$ cat src/rtl/core/rcp_pkg.sv
// ----------------------------------------------------------------------------
// rcp_pkg
// Shared constants and the record type of the receiver line packer.
// ----------------------------------------------------------------------------
package rcp_pkg;

    localparam int REC_BYTES = 11;
    localparam int IDX_W     = $clog2(REC_BYTES);

    localparam logic [IDX_W-1:0] LAST_IDX = IDX_W'(REC_BYTES - 1);

    localparam logic [7:0] CHAR_NL    = 8'd10;
    localparam logic [7:0] CHAR_COMMA = 8'h2C;
    localparam logic [7:0] CHAR_ZERO  = 8'h30;
    localparam logic [7:0] CHAR_NINE  = 8'h39;
    localparam logic [7:0] CHAR_A     = 8'h61;
    localparam logic [7:0] CHAR_C     = 8'h63;
    localparam logic [7:0] CHAR_K     = 8'h6B;

    localparam int MIN_LINE = 30;

    localparam logic [39:0] PREFIX_SENSOR = 40'h5442522053;
    localparam logic [31:0] CODE_S256     = 32'h53323536;
    localparam logic [31:0] CODE_R64K     = 32'h5236344B;
    localparam logic [31:0] CODE_R04K     = 32'h5230344B;
    localparam logic [31:0] CODE_R256     = 32'h52323536;
    localparam logic [7:0]  CODE_NONE     = 8'hFF;

    localparam logic [1:0] ACK_IDLE = 2'd0;
    localparam logic [1:0] ACK_GOTA = 2'd1;
    localparam logic [1:0] ACK_GOTC = 2'd2;

    typedef struct packed {
        logic [REC_BYTES-1:0][7:0] bytes;
        logic                      sensor;
        logic [31:0]               det_total;
        logic [31:0]               sen_total;
    } record_t;

endpackage

$ cat src/rtl/core/receiver_csv_record_packer.sv
// ----------------------------------------------------------------------------
// receiver_csv_record_packer
// Parses comma-separated receiver lines and emits 11-byte packed records.
// ----------------------------------------------------------------------------
// Throughput: one character per cycle, but a newline waits as below; a record
// drains one word per cycle while rec_ready is high. Its first word is valid
// the cycle after its newline. Any newline waits while a record is draining;
// it passes at the edge that takes the last word. Reset clears parser state,
// counts and the buffer's valid flag at once; the buffer data has no reset.
module receiver_csv_record_packer #(
    parameter int LINE_CHARS = 50
) (
    input  logic        clk,
    input  logic        rst_n,
    input  logic [7:0]  ch,
    input  logic        ch_valid,
    output logic        ch_ready,
    output logic [7:0]  out_byte,
    output logic        last_byte,
    output logic        is_sensor_record,
    output logic [31:0] detections_total,
    output logic [31:0] sensor_total,
    output logic        rec_valid,
    input  logic        rec_ready
);

    rcp_pkg::record_t rec;
    logic             rec_load;
    logic             ser_free;

    rcp_parser #(
        .LINE_CHARS (LINE_CHARS)
    ) u_parser (
        .clk      (clk),
        .rst_n    (rst_n),
        .ch       (ch),
        .ch_valid (ch_valid),
        .ch_ready (ch_ready),
        .ser_free (ser_free),
        .rec_load (rec_load),
        .rec      (rec)
    );

    rcp_serializer u_serializer (
        .clk              (clk),
        .rst_n            (rst_n),
        .rec_load         (rec_load),
        .rec              (rec),
        .ser_free         (ser_free),
        .rec_valid        (rec_valid),
        .rec_ready        (rec_ready),
        .out_byte         (out_byte),
        .last_byte        (last_byte),
        .is_sensor_record (is_sensor_record),
        .detections_total (detections_total),
        .sensor_total     (sensor_total)
    );

endmodule

$ cat src/rtl/core/rcp_parser.sv
// ----------------------------------------------------------------------------
// rcp_parser
// Per-character field parser; builds the packed record at the newline.
// ----------------------------------------------------------------------------
module rcp_parser #(
    parameter int LINE_CHARS = 50
) (
    input  logic             clk,
    input  logic             rst_n,
    input  logic [7:0]       ch,
    input  logic             ch_valid,
    output logic             ch_ready,
    input  logic             ser_free,
    output logic             rec_load,
    output rcp_pkg::record_t rec
);

    localparam int LW = $clog2(LINE_CHARS + 1);

    logic [2:0]    field_idx_reg, field_idx_next;
    logic          in_token_reg, in_token_next;
    logic [31:0]   acc_reg, acc_next;
    logic [39:0]   prefix_reg, prefix_next;
    logic [2:0]    plen_reg, plen_next;
    logic          live_reg, live_next;
    logic          sensor_reg, sensor_next;
    logic [31:0]   stamp_reg, stamp_next;
    logic [15:0]   millis_reg, millis_next;
    logic [15:0]   kind_reg, kind_next;
    logic [15:0]   ident_reg, ident_next;
    logic [15:0]   payload_reg, payload_next;
    logic [7:0]    snr_reg, snr_next;
    logic [LW-1:0] len_reg, len_next;
    logic [1:0]    ack_match_reg, ack_match_next;
    logic          ack_seen_reg, ack_seen_next;
    logic [31:0]   det_reg, det_next;
    logic [31:0]   sen_reg, sen_next;

    logic [2:0]  fin_field;
    logic        fin_sensor;
    logic [31:0] fin_stamp;
    logic [15:0] fin_millis, fin_kind, fin_ident, fin_payload;
    logic [7:0]  fin_snr;
    logic [7:0]  code;
    logic [31:0] first4;

    logic        is_nl, take, accept, record_ok, is_digit;
    logic [31:0] acc_e;
    logic [39:0] prefix_e;
    logic [2:0]  plen_e;
    logic        live_e;
    logic [35:0] prod;

    assign is_nl    = (ch == rcp_pkg::CHAR_NL);
    assign ch_ready = ser_free || !is_nl;
    assign accept   = ch_valid && ch_ready;
    assign take     = !is_nl && (len_reg < LW'(LINE_CHARS));
    assign is_digit = (ch >= rcp_pkg::CHAR_ZERO) && (ch <= rcp_pkg::CHAR_NINE);
    assign record_ok = !ack_seen_reg && (len_reg > LW'(rcp_pkg::MIN_LINE));

    always_comb
    begin
        first4 = (plen_reg == 3'd5) ? prefix_reg[39:8] : prefix_reg[31:0];
        if (plen_reg < 3'd4)
        begin
            code = rcp_pkg::CODE_NONE;
        end
        else if (first4 == rcp_pkg::CODE_S256)
        begin
            code = 8'd0;
        end
        else if (first4 == rcp_pkg::CODE_R64K)
        begin
            code = 8'd1;
        end
        else if (first4 == rcp_pkg::CODE_R04K)
        begin
            code = 8'd2;
        end
        else if (first4 == rcp_pkg::CODE_R256)
        begin
            code = 8'd3;
        end
        else
        begin
            code = rcp_pkg::CODE_NONE;
        end
    end

    // close the current token into its field
    always_comb
    begin
        fin_field   = field_idx_reg;
        fin_sensor  = sensor_reg;
        fin_stamp   = stamp_reg;
        fin_millis  = millis_reg;
        fin_kind    = kind_reg;
        fin_ident   = ident_reg;
        fin_payload = payload_reg;
        fin_snr     = snr_reg;
        if (in_token_reg)
        begin
            case (field_idx_reg)
                3'd1: fin_stamp = acc_reg;
                3'd2:
                begin
                    if (plen_reg == 3'd5 && prefix_reg == rcp_pkg::PREFIX_SENSOR)
                    begin
                        fin_sensor = 1'b1;
                    end
                    else
                    begin
                        fin_millis = acc_reg[15:0];
                    end
                end
                3'd3: fin_kind = sensor_reg ? acc_reg[15:0] : {8'h00, code};
                3'd4: fin_ident = sensor_reg ? {8'h00, acc_reg[7:0]} : acc_reg[15:0];
                3'd5: fin_payload = sensor_reg ? {8'h00, acc_reg[7:0]} : acc_reg[15:0];
                3'd6: fin_snr = acc_reg[7:0];
                default: ;
            endcase
            if (field_idx_reg != 3'd7)
            begin
                fin_field = field_idx_reg + 3'd1;
            end
        end
    end

    assign acc_e    = in_token_reg ? acc_reg : 32'd0;
    assign prefix_e = in_token_reg ? prefix_reg : 40'd0;
    assign plen_e   = in_token_reg ? plen_reg : 3'd0;
    assign live_e   = in_token_reg ? live_reg : 1'b1;
    assign prod     = ({4'd0, acc_e} << 3) + ({4'd0, acc_e} << 1) + {32'd0, ch[3:0]};

    always_comb
    begin
        rec.sensor = fin_sensor;
        rec.det_total = det_reg + {31'd0, !fin_sensor};
        rec.sen_total = sen_reg + {31'd0, fin_sensor};
        rec.bytes[0] = fin_stamp[31:24];
        rec.bytes[1] = fin_stamp[23:16];
        rec.bytes[2] = fin_stamp[15:8];
        rec.bytes[3] = fin_stamp[7:0];
        if (!fin_sensor)
        begin
            rec.bytes[4]  = fin_kind[7:0];
            rec.bytes[5]  = fin_ident[15:8];
            rec.bytes[6]  = fin_ident[7:0];
            rec.bytes[7]  = fin_payload[15:8];
            rec.bytes[8]  = fin_payload[7:0];
            rec.bytes[9]  = {fin_snr[5:0], 2'b00} | fin_millis[15:8];
            rec.bytes[10] = fin_millis[7:0];
        end
        else
        begin
            rec.bytes[4]  = 8'hFF;
            rec.bytes[5]  = fin_kind[15:8];
            rec.bytes[6]  = fin_kind[7:0];
            rec.bytes[7]  = fin_ident[7:0];
            rec.bytes[8]  = fin_payload[7:0];
            rec.bytes[9]  = 8'hFF;
            rec.bytes[10] = fin_snr;
        end
    end

    always_comb
    begin
        field_idx_next = field_idx_reg;
        in_token_next  = in_token_reg;
        acc_next       = acc_reg;
        prefix_next    = prefix_reg;
        plen_next      = plen_reg;
        live_next      = live_reg;
        sensor_next    = sensor_reg;
        stamp_next     = stamp_reg;
        millis_next    = millis_reg;
        kind_next      = kind_reg;
        ident_next     = ident_reg;
        payload_next   = payload_reg;
        snr_next       = snr_reg;
        len_next       = len_reg;
        ack_match_next = ack_match_reg;
        ack_seen_next  = ack_seen_reg;
        det_next       = det_reg;
        sen_next       = sen_reg;
        rec_load       = 1'b0;
        if (accept && is_nl)
        begin
            if (record_ok)
            begin
                rec_load = 1'b1;
                det_next = rec.det_total;
                sen_next = rec.sen_total;
            end
            // clear the line
            field_idx_next = 3'd0;
            in_token_next  = 1'b0;
            acc_next       = 32'd0;
            prefix_next    = 40'd0;
            plen_next      = 3'd0;
            live_next      = 1'b0;
            sensor_next    = 1'b0;
            stamp_next     = 32'd0;
            millis_next    = 16'd0;
            kind_next      = 16'd0;
            ident_next     = 16'd0;
            payload_next   = 16'd0;
            snr_next       = 8'd0;
            len_next       = '0;
            ack_match_next = rcp_pkg::ACK_IDLE;
            ack_seen_next  = 1'b0;
        end
        else if (accept && take)
        begin
            len_next = len_reg + LW'(1);
            if (ch == rcp_pkg::CHAR_A)
            begin
                ack_match_next = rcp_pkg::ACK_GOTA;
            end
            else if (ack_match_reg == rcp_pkg::ACK_GOTA && ch == rcp_pkg::CHAR_C)
            begin
                ack_match_next = rcp_pkg::ACK_GOTC;
            end
            else if (ack_match_reg == rcp_pkg::ACK_GOTC && ch == rcp_pkg::CHAR_K)
            begin
                ack_seen_next  = 1'b1;
                ack_match_next = rcp_pkg::ACK_IDLE;
            end
            else
            begin
                ack_match_next = rcp_pkg::ACK_IDLE;
            end
            if (ch == rcp_pkg::CHAR_COMMA)
            begin
                field_idx_next = fin_field;
                in_token_next  = 1'b0;
                sensor_next    = fin_sensor;
                stamp_next     = fin_stamp;
                millis_next    = fin_millis;
                kind_next      = fin_kind;
                ident_next     = fin_ident;
                payload_next   = fin_payload;
                snr_next       = fin_snr;
            end
            else
            begin
                in_token_next = 1'b1;
                acc_next      = acc_e;
                prefix_next   = prefix_e;
                plen_next     = plen_e;
                live_next     = live_e;
                if (plen_e < 3'd5)
                begin
                    prefix_next = {prefix_e[31:0], ch};
                    plen_next   = plen_e + 3'd1;
                end
                if (live_e)
                begin
                    if (is_digit)
                    begin
                        acc_next = (prod[35:32] != 4'd0) ? 32'hFFFFFFFF : prod[31:0];
                    end
                    else
                    begin
                        live_next = 1'b0;
                    end
                end
            end
        end
    end

    always_ff @(posedge clk or negedge rst_n)
    begin
        if (!rst_n)
        begin
            field_idx_reg <= 3'd0;
            in_token_reg  <= 1'b0;
            acc_reg       <= 32'd0;
            prefix_reg    <= 40'd0;
            plen_reg      <= 3'd0;
            live_reg      <= 1'b0;
            sensor_reg    <= 1'b0;
            stamp_reg     <= 32'd0;
            millis_reg    <= 16'd0;
            kind_reg      <= 16'd0;
            ident_reg     <= 16'd0;
            payload_reg   <= 16'd0;
            snr_reg       <= 8'd0;
            len_reg       <= '0;
            ack_match_reg <= rcp_pkg::ACK_IDLE;
            ack_seen_reg  <= 1'b0;
            det_reg       <= 32'd0;
            sen_reg       <= 32'd0;
        end
        else
        begin
            field_idx_reg <= field_idx_next;
            in_token_reg  <= in_token_next;
            acc_reg       <= acc_next;
            prefix_reg    <= prefix_next;
            plen_reg      <= plen_next;
            live_reg      <= live_next;
            sensor_reg    <= sensor_next;
            stamp_reg     <= stamp_next;
            millis_reg    <= millis_next;
            kind_reg      <= kind_next;
            ident_reg     <= ident_next;
            payload_reg   <= payload_next;
            snr_reg       <= snr_next;
            len_reg       <= len_next;
            ack_match_reg <= ack_match_next;
            ack_seen_reg  <= ack_seen_next;
            det_reg       <= det_next;
            sen_reg       <= sen_next;
        end
    end

endmodule

$ cat src/rtl/core/rcp_serializer.sv
// ----------------------------------------------------------------------------
// rcp_serializer
// Record buffer; sends the packed record one word per handshake.
// ----------------------------------------------------------------------------
module rcp_serializer (
    input  logic             clk,
    input  logic             rst_n,
    input  logic             rec_load,
    input  rcp_pkg::record_t rec,
    output logic             ser_free,
    output logic             rec_valid,
    input  logic             rec_ready,
    output logic [7:0]       out_byte,
    output logic             last_byte,
    output logic             is_sensor_record,
    output logic [31:0]      detections_total,
    output logic [31:0]      sensor_total
);

    rcp_pkg::record_t              buf_reg;
    logic                          valid_reg;
    logic [rcp_pkg::IDX_W-1:0]     idx_reg;
    logic                          done;

    assign done      = valid_reg && rec_ready && (idx_reg == rcp_pkg::LAST_IDX);
    assign ser_free  = !valid_reg || done;

    assign rec_valid        = valid_reg;
    assign out_byte         = buf_reg.bytes[idx_reg];
    assign last_byte        = (idx_reg == rcp_pkg::LAST_IDX);
    assign is_sensor_record = buf_reg.sensor;
    assign detections_total = buf_reg.det_total;
    assign sensor_total     = buf_reg.sen_total;

    always_ff @(posedge clk)
    begin
        if (rec_load)
        begin
            buf_reg <= rec;
        end
    end

    always_ff @(posedge clk or negedge rst_n)
    begin
        if (!rst_n)
        begin
            valid_reg <= 1'b0;
            idx_reg   <= '0;
        end
        else if (rec_load)
        begin
            valid_reg <= 1'b1;
            idx_reg   <= '0;
        end
        else if (done)
        begin
            valid_reg <= 1'b0;
            idx_reg   <= '0;
        end
        else if (valid_reg && rec_ready)
        begin
            idx_reg <= idx_reg + rcp_pkg::IDX_W'(1);
        end
    end

    a_load_free: assert property (@(posedge clk) disable iff (!rst_n)
        rec_load |-> (!valid_reg || done))
        else $error("record loaded over a busy buffer");

    a_idx_range: assert property (@(posedge clk) disable iff (!rst_n)
        valid_reg |-> (idx_reg <= rcp_pkg::LAST_IDX))
        else $error("byte index out of range");

    a_continue: assert property (@(posedge clk) disable iff (!rst_n)
        (valid_reg && rec_ready && !last_byte) |=> (valid_reg && idx_reg == $past(idx_reg) + 1'b1))
        else $error("record cut short");

    a_first: assert property (@(posedge clk) disable iff (!rst_n)
        rec_load |=> (valid_reg && idx_reg == '0))
        else $error("record does not start at byte zero");

endmodule

$ cat config.mk
export PLATFORM = sky130hd
export DESIGN_NAME = receiver_csv_record_packer
export DESIGN_NICKNAME = d
export VERILOG_FILES = /design/src/rtl/core/rcp_pkg.sv /design/src/rtl/core/receiver_csv_record_packer.sv /design/src/rtl/core/rcp_parser.sv /design/src/rtl/core/rcp_serializer.sv
export SDC_FILE = /design/constraint.sdc
export NUM_CORES = 1
export LEC_CHECK = 0
export BUFFER_PORTS_ARGS = -buffer_cell sky130_fd_sc_hd__buf_2
export CAP_MARGIN = 20
export CELL_PAD_IN_SITES_DETAIL_PLACEMENT = 1
export CELL_PAD_IN_SITES_GLOBAL_PLACEMENT = 2
export CORE_AREA = 2 2 244 246
export CTS_CLUSTER_DIAMETER = 30
export DETAILED_ROUTE_END_ITERATION = 6
export DIE_AREA = 0 0 246 248
export PLACE_DENSITY = 0.76
export SLEW_MARGIN = 15
export SYNTH_ARGS = -nofsm -noshare
export SYNTH_HDL_FRONTEND = slang
export SYNTH_SLANG_ARGS = --single-unit
$ cat constraint.sdc
create_clock -name clk -period 4.1 [get_ports clk]
set_clock_uncertainty 0.1 [all_clocks]
set_input_delay 0.41 -clock clk [delete_from_list [all_inputs] [get_ports clk]]
set_output_delay 0.41 -clock clk [all_outputs]
set_load 0.01 [all_outputs]
# After elaboration in Yosys (flattened, before gate mapping)
# Index checks and enable logic that the tools add are counted.
# Widths: inputs -> output; s select.
# totals
reg_bits,416
latch_bits,0
ram_bits,0
romBits,0
inputBits,12
out_inout_bits,76
wordCells,204
memories,0
# classes
addsub,8
multipliers,0
n_div,0
order_cmp,7
eq_ne,25
shift,0
mux,97
n_bitwise,1
reduce_logical,31
# op_table
op,n
$mux 32,13
$mux 16,23
$mux 40,5
$eq 32x31->1 const B,4
$mux 8,11
$add 32x1->32,2
$mux 56,1
$eq 40x39->1 const B,1
$add 35x33->36,1
$add 36x4->36,1
$bmux 8 s4,1
$mux 3,10
$eq 8x7->1 const B,3
$mux 1,24
$eq 3x3->1 const B,4
$mux 4,3
$mux 6,2
$reduce_bool 2->1,6
$logic_and 1x1->1,11
$eq 8x4->1 const B,1
$eq 8x6->1 const B,1
$ge 8x6->1 const B,1
$le 8x6->1 const B,1
$mux 2,4
22 further kinds,35

# Longest topological paths before layout
# Gate-level depths: netlist of the first run.
# logic_depth
word_depth,14
mapped_depth,20
mapped_depth_nobuf,18

# By module
# From an unflattened synthesis of the first run, not the netlist that was laid out.
# hier_totals
cells_unflattened,2179
hier_area_um2,22337.7
# modules_own_cells
module,n_inst,cells_per_inst,area_per_inst_um2,seq_area_each_um2
rcp_parser,1,1847,16255.6,6456.2
rcp_serializer,1,332,6082.1,4719.5

# Worst setup path after synthesis of the first run
# Ideal clock, no wire load.
# synth_timing
kind,reg-to-reg
start,register u_parser.plen_reg[2]
end,"register u_serializer.buf_reg (netlist bit u_serializer.sensor_total[28]), data pin"
t_arrival_ns,4.092
required_ns,3.739
path_slack_ns,-0.353
stages_incl_launch_ff,20
period_less_slack_ns,4.453
cell_sequence,dfrtp_1 -> clkbuf_1 -> nand3b_1 -> nor4_1 -> nand3_1 -> nor3_1 -> a21o_1 -> clkbuf_1 -> clkbuf_1 -> ha_1 -> ha_1 -> nand3_1 -> nor4_4 -> nand2_1 -> nor2_1 -> and3_1 -> and3_1 -> nand3_1 -> nor2_1 -> xor2_1
# synth_rtl
element,line,rtl
"start, declared",rcp_parser.sv:24,"logic [2:0] plen_reg, plen_next;"
"start signal, assigned",rcp_parser.sv:301,plen_reg <= plen_next;
"end signal, assigned",rcp_serializer.sv:39,buf_reg <= rec;
"end, declared",rcp_serializer.sv:20,rcp_pkg::record_t buf_reg;

# Final worst setup path of the first run
# layout_timing
start,register u_parser.in_token_reg
end,register u_parser.acc_reg[0]
# layout_via
elab_chain_len,10
elab_cells_between_ends,11
classes_between,2 x add/sub; 8 x mux; 1 x reduce/logical
# layout_rtl
element,line,rtl
"start, declared",rcp_parser.sv:21,"logic in_token_reg, in_token_next;"
"start signal, assigned",rcp_parser.sv:298,in_token_reg <= in_token_next;
$mux 32,rcp_parser.sv:129,assign acc_e = in_token_reg ? acc_reg : 32'd0;
$add 35x33->36,rcp_parser.sv:133,"assign prod = ({4'd0, acc_e} << 3) + ({4'd0, acc_e} << 1) + {32'd0, ch[3:0]};"
$add 36x4->36,rcp_parser.sv:133,
$reduce_bool 4->1,rcp_parser.sv:261,acc_next = (prod[35:32] != 4'd0) ? 32'hFFFFFFFF : prod[31:0];
$mux 32,rcp_parser.sv:261,
$mux 32,rcp_parser.sv:259,if (is_digit)
$mux 32 *,rcp_parser.sv:257,if (live_e)
$mux 32 *,rcp_parser.sv:233,if (ch == rcp_pkg::CHAR_COMMA)
$mux 32 *,rcp_parser.sv:213,else if (accept && take)
$mux 32 *,rcp_parser.sv:187,if (accept && is_nl)
"end signal, assigned",rcp_parser.sv:299,acc_reg <= acc_next;
"end, declared",rcp_parser.sv:22,"logic [31:0] acc_reg, acc_next;"
# Mark *: on every way between the ends. The rest lies on a longest branch, timed or not. The select of a mux whose other input is x is not followed.
# A chain may end at the register's enable or synchronous reset.

==> results.py, run 1 <==
metrics = {
    "status": {
        "outcome": "finished, final reports clean",
    },
    "detailed_routing": {
        "routed_wirelength_mm": 62.1,
        "routed_via_density": 5.41,
        "drtIter0Drc": 931,
        "avgRoutedWirePerCell_um": 20.6,
        "post-route-drc-count": 0,
        "detail_route.first_pass.iterations": 5,
        "routed_antenna_nets": 0,
        "route.vias.total": 16300,
    },
    "yosys": {
        "syn_area_um2": 22000,
        "syn_area_per_cell_um2": 10.9,
        "synth-seq-area-share_pct": 50.9,
        "ys.flop_type": "sky130_fd_sc_hd__dfrtp_1",
        "synth_fp_nets": 2103,
        "synth-edff-count": 153,
        "synth-async-reset-ratio_pct": 63.2,
        "synth_seq_cells": 416,
        "yosysWarnings": 0,
        "netlist_instances": 2012,
        "synthDistinctLibCells": 81,
    },
    "worst_hold_path": {
        "timing.hold.worst.class": "input port to register",
        "min_path_cells": 2,
    },
    "timing": {
        "final_max_slew_viol_count": 0,
        "transition_time_at_the_pin_with_the_least_slew_margin_ns": 1.06,
        "timing.final.crit_share_pct": 98.5,
        "fmax_mhz": 248,
        "post-route-min-period_ns": 4.04,
        "worst_max_slew_margin_expressed_relative_to_the_limit_pct": 29.2,
        "final-setup-viol-count": 0,
        "final-hold-violation-count": 0,
        "setup_repair_after_global_routing_missed_its_margin": "yes",
        "setup-tns-final_ns": 0,
    },
    "die": {
        "die_height_um": 248,
        "design.die.area_um2": 61000,
        "core_region_area_um2": 58500,
        "die_w_um": 246,
        "initial_cell_density_of_the_core_pct": 37.6,
        "num_rows": 89,
        "ioPinCount": 88,
    },
    "worst_setup_path": {
        "worst_ep_required_time_ns": 4.48,
        "origin_of_the_critical_flop_to_flop_path": "u_parser.in_token_reg",
        "timing.reg2reg.worst_path_depth": 16,
        "crit-reg2reg-capture": "u_parser.acc_reg[0]",
        "largest_fanout_on_the_critical_path": 6,
        "worstSetupStartpointType": "register",
        "crit_path_capture": "u_parser.acc_reg[0]",
        "crit_type": "register to register",
        "cp-startpoint": "u_parser.in_token_reg",
        "endpoint_kind": "register",
        "setup.reg_to_reg.worst_slack_ns": 0.06,
        "critPathArrivalTime_ns": 4.42,
    },
    "power": {
        "power.density_nw_per_um2": 531,
        "swShare_pct": 25.2,
        "portion_of_total_power_attributed_to_sequential_cells_pct": 32.8,
        "power_frac_comb_pct": 10.4,
        "net_load_switching_power_w": 0.00366,
        "totalPowerFinal_w": 0.0145,
        "pwr-share-clk_pct": 56.8,
        "leakage_nw": 12.1,
        "irDropWorstVdd_mv": 0.398,
        "cellInternalPower_w": 0.0109,
    },
    "clock_tree": {
        "tritoncts_buffer_count": 104,
        "clk_root_buffer_cell": "sky130_fd_sc_hd__clkbuf_16",
        "clock_insertion_delay_at_the_later_pin_of_the_skew_report_ns": 0.64,
        "clkSlewWorstSetupHoldPaths_ns": 0.05,
        "number_of_h_tree_levels": 3,
        "tritoncts": "yes",
        "tritoncts_num_sinks": 416,
        "clk_path_buf_depth": 3,
    },
    "grt": {
        "antenna_found_initial": 0,
        "grt_use_total_pct": 20.4,
        "total_congestion_overflow_after_global_routing": 0,
        "first_global_vias": 17500,
        "grt_pass1_wl_mm": 98.6,
        "grt_max_degree": 84,
    },
    "cells_and_area": {
        "area_growth_syn_to_layout_pct": 24.6,
        "layout_fillers": 6245,
        "final_common_cell": "sky130_fd_sc_hd__dfrtp_1",
        "fin_nets": 2243,
        "most-common-layout-cells": "262 x sky130_fd_sc_hd__dfrtp_1, 185 x sky130_fd_sc_hd__nand2_1, 153 x sky130_fd_sc_hd__edfxtp_1",
        "multi_input_area_um2": 9940,
        "regArea_um2": 11200,
        "drive_gt1_share_pct": 22.5,
        "num_antenna_cells": 0,
        "largest_reg_flops": 88,
        "finalInstanceArea_um2": 27400,
    },
    "place": {
        "place_hpwl_mm": 41.8,
        "gp_congestion": 0.836,
        "port-buffer-count": 87,
        "placedInstanceArea_um2": 23400,
    },
    "run": {
        "timing.max_cap.violations": 0,
    },
}
## cell usage after synthesis, types with 13 or more instances
master                     count  share of area [%]
sky130_fd_sc_hd__a211oi_1     27               0.92
sky130_fd_sc_hd__a21o_1       21               0.72
sky130_fd_sc_hd__a21oi_1      79                1.8
sky130_fd_sc_hd__a22o_1      129                5.1
sky130_fd_sc_hd__and2_1       45                1.3
sky130_fd_sc_hd__and3_1       22               0.63
sky130_fd_sc_hd__buf_1        13               0.22
sky130_fd_sc_hd__buf_4        66                2.3
sky130_fd_sc_hd__clkbuf_1     89                1.5
sky130_fd_sc_hd__dfrtp_1     263                 30
sky130_fd_sc_hd__edfxtp_1    153                 21
sky130_fd_sc_hd__ha_1         78                4.4
sky130_fd_sc_hd__inv_1        30               0.51
sky130_fd_sc_hd__mux2_2       38                1.9
sky130_fd_sc_hd__mux2i_1      45                2.0
sky130_fd_sc_hd__mux4_2       16                1.6
sky130_fd_sc_hd__nand2_1     186                3.2
sky130_fd_sc_hd__nand2b_1     21               0.60
sky130_fd_sc_hd__nand3_1      69                1.6
sky130_fd_sc_hd__nand4_1      24               0.68
sky130_fd_sc_hd__nor2_1      121                2.1
sky130_fd_sc_hd__nor2b_1      15               0.43
sky130_fd_sc_hd__nor3_1       52                1.2
sky130_fd_sc_hd__o21ai_0      94                2.1
sky130_fd_sc_hd__o22ai_1      16               0.46
sky130_fd_sc_hd__xnor2_1      78                3.1
sky130_fd_sc_hd__xor2_1       71                2.8
## per-stage QoR
step | worst slack, ns | utilization (%) | hold slack [ns] | std cells
2_1_floorplan | 0.0101 | - | 0.0144 | 2012
3_3_place_gp | 0.0509 | 40.0 | 0.354 | 2803
3_5_place_dp | -0.124 | 40.0 | 0.375 | 2803
4_1_cts | 0.000867 | 46.3 | 0.000601 | 3003
5_1_grt | -0.126 | 46.8 | 0.00321 | 3013
6_report | 0.0607 | 46.8 | 0.0176 | 3013
## kinds of logic (layout without fill, tap and decap cells)
| family | after synthesis | count (layout) | share of synthesized area [%] |
|---|---|---|---|
| xor gates and xnor gates | 149 | 149 | 5.94 |
| muxes | 99 | 99 | 5.64 |
| DFF | 416 | 416 | 50.9 |
| buffers and inverters | 217 | 445 | 5.13 |
| adders and majority gates | 79 | 79 | 4.53 |
| AOI/OAI and AO/OA | 438 | 438 | 13.9 |
| and+or+nand+nor | 614 | 614 | 14.0 |
## area by class of cell
type	count	share of cell area, %
Timing Repair Buffer	219	5.70
Sequential cell	416	40.8
Multi-Input combinational cell	1379	36.3
Inverter	32	0.457
Clock buffer	137	10.4
Clock inverter	57	2.76
Tap cell	773	3.53
## worst min-delay path by stage
stage | from | to | slack (ns)
3_5_place_dp | u_parser.snr_reg[4] | u_parser.snr_reg[4] | 0.37
3_3_place_gp | u_parser.kind_reg[6] | u_parser.kind_reg[6] | 0.35
6_report | ch[0] | u_parser.prefix_reg[0] | 0.02
5_1_grt | ch[0] | u_parser.prefix_reg[0] | 0.003
2_1_floorplan | rst_n | u_parser.acc_reg[0] | 0.01
4_1_cts | ch[0] | u_parser.prefix_reg[0] | 0.0006
## routing by layer
metal | wire [um] | GRT usage, % | up-vias
met5 | 0 | 0 | -
met4 | 1550 | 6.10 | 0
met3 | 2670 | 3.73 | 104
met2 | 28800 | 32.6 | 356
met1 | 29000 | 28.2 | 8279
li1 | - | - | 7568
## power by group through the flow
stage                     clock network, W  logic, W  registers [W]
after floorplan                          0  0.000868        0.00474
after global placement                   0   0.00140        0.00479
after detailed placement                 0   0.00144        0.00481
after CTS                          0.00839   0.00146        0.00475
after global routing               0.00863   0.00166        0.00480
final                              0.00827   0.00151        0.00477
## critical path, stage by stage, from the launching register on
cell and delay [ns]:
sky130_fd_sc_hd__dfrtp_2 0.44, sky130_fd_sc_hd__nand2_2 0.08, sky130_fd_sc_hd__xnor2_1 0.14, sky130_fd_sc_hd__ha_1 0.33
sky130_fd_sc_hd__inv_1 0.09, sky130_fd_sc_hd__fa_2 0.40, sky130_fd_sc_hd__and2b_1 0.23, sky130_fd_sc_hd__o211ai_1 0.10
sky130_fd_sc_hd__buf_4 0.16, sky130_fd_sc_hd__a31oi_4 0.18, sky130_fd_sc_hd__a21oi_2 0.09, sky130_fd_sc_hd__o31a_1 0.37
sky130_fd_sc_hd__o41ai_2 0.24, sky130_fd_sc_hd__o2111ai_2 0.18, sky130_fd_sc_hd__buf_12 0.19, sky130_fd_sc_hd__or3_1 0.30
sky130_fd_sc_hd__a32o_1 0.27
## repair_timing
item,in CTS,in global routing
hold endpoints to repair,85,0
buffers inserted,0,9
hold buffers,6,0
gates cloned,0,1
setup endpoints to repair,25,42
resized for setup,5,43
pin swaps,2,10
Note: power is estimated with default switching activity, not from simulation.
==> run 2: changes to the inputs <==
--- a/config.mk
+++ b/config.mk
@@ -11,9 +11,10 @@
 export CELL_PAD_IN_SITES_GLOBAL_PLACEMENT = 2
 export CORE_AREA = 2 2 244 246
 export CTS_CLUSTER_DIAMETER = 30
+export CTS_CLUSTER_SIZE = 25
 export DETAILED_ROUTE_END_ITERATION = 6
 export DIE_AREA = 0 0 246 248
-export PLACE_DENSITY = 0.76
+export PLACE_DENSITY = 0.8
 export SLEW_MARGIN = 15
 export SYNTH_ARGS = -nofsm -noshare
 export SYNTH_HDL_FRONTEND = slang
==> run 2 against run 1 <==
Cell count barely moved. Critical endpoint unchanged. First-iteration DRC count fell by 15%. Wire length rose by 1.0%. Register-to-register slack got worse by 0.04 ns.
==> results.py, run 2 (same netlist as run 1, synthesis figures left out) <==
metrics = {
    "status": {
        "outcome": "finished, final reports clean",
    },
    "cells_and_area": {
        "utilization_pct": 47.1,
        "final_common_cell": "sky130_fd_sc_hd__dfrtp_1",
        "layout.cells.non_filler": 3014,
        "most-common-layout-cells": "262 x sky130_fd_sc_hd__dfrtp_1, 184 x sky130_fd_sc_hd__nand2_1, 153 x sky130_fd_sc_hd__edfxtp_1",
        "largest_reg_flops": 88,
        "fin_nets": 2246,
        "drive_gt1_share_pct": 23.0,
        "area_growth_syn_to_layout_pct": 25.3,
        "num_antenna_cells": 0,
    },
    "clock_tree": {
        "tritoncts": "yes",
        "clk_root_buffer_cell": "sky130_fd_sc_hd__clkbuf_16",
        "clock_insertion_delay_at_the_later_pin_of_the_skew_report_ns": 0.65,
        "clk_path_buf_depth": 3,
        "number_of_h_tree_levels": 3,
        "tritoncts_buffer_count": 100,
        "tritoncts_num_sinks": 416,
        "clkSlewWorstSetupHoldPaths_ns": 0.04,
    },
    "worst_hold_path": {
        "hold_start": "ch[3]",
        "timing.hold.worst.class": "input port to register",
    },
    "worst_setup_path": {
        "worstSetupStartpointType": "register",
        "critPathArrivalTime_ns": 4.48,
        "crit_type": "register to register",
        "worst_ep_required_time_ns": 4.50,
        "setup.reg_to_reg.worst_slack_ns": 0.02,
        "crit_path_capture": "u_parser.acc_reg[0]",
        "cp-startpoint": "u_parser.in_token_reg",
        "largest_fanout_on_the_critical_path": 5,
        "endpoint_kind": "register",
        "timing.reg2reg.worst_path_depth": 16,
        "crit-reg2reg-capture": "u_parser.acc_reg[0]",
        "origin_of_the_critical_flop_to_flop_path": "u_parser.in_token_reg",
    },
    "detailed_routing": {
        "routed_via_density": 5.48,
        "route.vias.total": 16500,
        "routed_wirelength_mm": 62.7,
        "drtIter0Drc": 788,
        "detail_route.first_pass.iterations": 5,
        "avgRoutedWirePerCell_um": 20.8,
        "routed_antenna_nets": 0,
        "post-route-drc-count": 0,
    },
    "timing": {
        "setup-tns-final_ns": 0,
        "final_max_slew_viol_count": 0,
        "post-route-min-period_ns": 4.08,
        "setup_repair_after_global_routing_missed_its_margin": "yes",
        "timing.final.crit_share_pct": 99.5,
        "transition_time_at_the_pin_with_the_least_slew_margin_ns": 1.13,
        "worst_max_slew_margin_expressed_relative_to_the_limit_pct": 24.5,
        "final-setup-viol-count": 0,
        "final-hold-violation-count": 0,
        "fmax_mhz": 245,
        "fin_hold_ws_ns": 0.0546,
    },
    "die": {
        "design.die.area_um2": 61000,
        "die_w_um": 246,
        "core_region_area_um2": 58500,
        "num_rows": 89,
        "ioPinCount": 88,
        "initial_cell_density_of_the_core_pct": 37.6,
        "die_height_um": 248,
    },
    "place": {
        "place_hpwl_mm": 42.3,
        "gp_congestion": 0.815,
        "port-buffer-count": 87,
        "numPlacedInstances": 2814,
    },
    "grt": {
        "first_global_vias": 17800,
        "total_congestion_overflow_after_global_routing": 0,
        "grt_pass1_wl_mm": 100,
        "grt_use_total_pct": 20.8,
        "grt_max_degree": 99,
        "antenna_found_initial": 0,
    },
    "power": {
        "leakage_nw": 12.2,
        "irDropWorstVdd_mv": 0.506,
        "power.density_nw_per_um2": 535,
        "totalPowerFinal_w": 0.0147,
    },
    "run": {
        "timing.max_cap.violations": 0,
    },
}
run 2: cell types whose count changed in the layout (fill, tap and decap cells not counted), sizes merged:
cell / delta
buf: +6
dlygate4sd3: +2
clkinv: -2
bufinv: +3
inv: +6
clkbuf: -14
run 2: final cells by class:
type | count | area (um2)
fill | 6210 | 30900
sequential | 416 | 11200
multi-input combinational | 1379 | 9990
clock buffer | 124 | 2740
timing repair buffer | 226 | 1610
tap | 773 | 967
clock inverter | 64 | 922
inverter | 32 | 125
run 2: power by group:
part | internal [W] | total (W) | switching [W]
registers | 0.00453 | 0.00477 | 0.000241
clock network | 0.00582 | 0.00843 | 0.00261
logic | 0.000632 | 0.00151 | 0.000883
run 2: worst min path at each step:
stage	end	depth (start not counted)	slack, ns
floorplan	u_parser.acc_reg[0]	0	0.01
global placement	u_parser.kind_reg[7]	2	0.35
detailed placement	u_parser.kind_reg[5]	2	0.37
CTS	u_parser.ack_match_reg[0]	3	0.03
global route	u_parser.ack_match_reg[0]	3	0.06
finish	u_parser.ack_match_reg[0]	3	0.05
run 2: critical path, stage by stage (launching register included):
cell	delay [ns]
sky130_fd_sc_hd__dfrtp_2	0.44
sky130_fd_sc_hd__and2_4	0.17
sky130_fd_sc_hd__ha_4	0.27
sky130_fd_sc_hd__ha_4	0.14
sky130_fd_sc_hd__inv_2	0.04
sky130_fd_sc_hd__fa_2	0.35
sky130_fd_sc_hd__and2b_1	0.22
sky130_fd_sc_hd__o211ai_1	0.10
sky130_fd_sc_hd__buf_4	0.16
sky130_fd_sc_hd__a31oi_4	0.17
sky130_fd_sc_hd__a21oi_2	0.09
sky130_fd_sc_hd__o31a_1	0.30
sky130_fd_sc_hd__o41ai_4	0.41
sky130_fd_sc_hd__o2111ai_4	0.23
sky130_fd_sc_hd__clkbuf_16	0.22
sky130_fd_sc_hd__or3_1	0.30
sky130_fd_sc_hd__a32o_1	0.23
run 2: per-stage QoR:
stage | worst slack [ns] | cell area, um2
after floorplan | 0.0101 | 22000
after global placement | -0.0401 | 23400
after detailed placement | -0.139 | 23400
after CTS | 0.0137 | 27200
after global routing | -0.147 | 27500
final | 0.0206 | 27500
run 2: timing repair:
item / CTS / global route
hold endpoints to repair: 92 / 0
pin swaps: 2 / 15
gates resized for setup: 7 / 63
endpoints found under the setup margin: 16 / 61
setup buffers: 0 / 3
cloned: 0 / 1
hold buffers: 8 / 0
run 2: per-layer routing:
layer | GRT usage (%) | vias up | part of all wire, %
met2 | 34.7 | 337 | 49
met1 | 27.8 | 8481 | 45
met3 | 3.34 | 100 | 4.1
li1 | - | 7585 | -
met5 | 0 | - | 0
met4 | 5.94 | 0 | 2.1
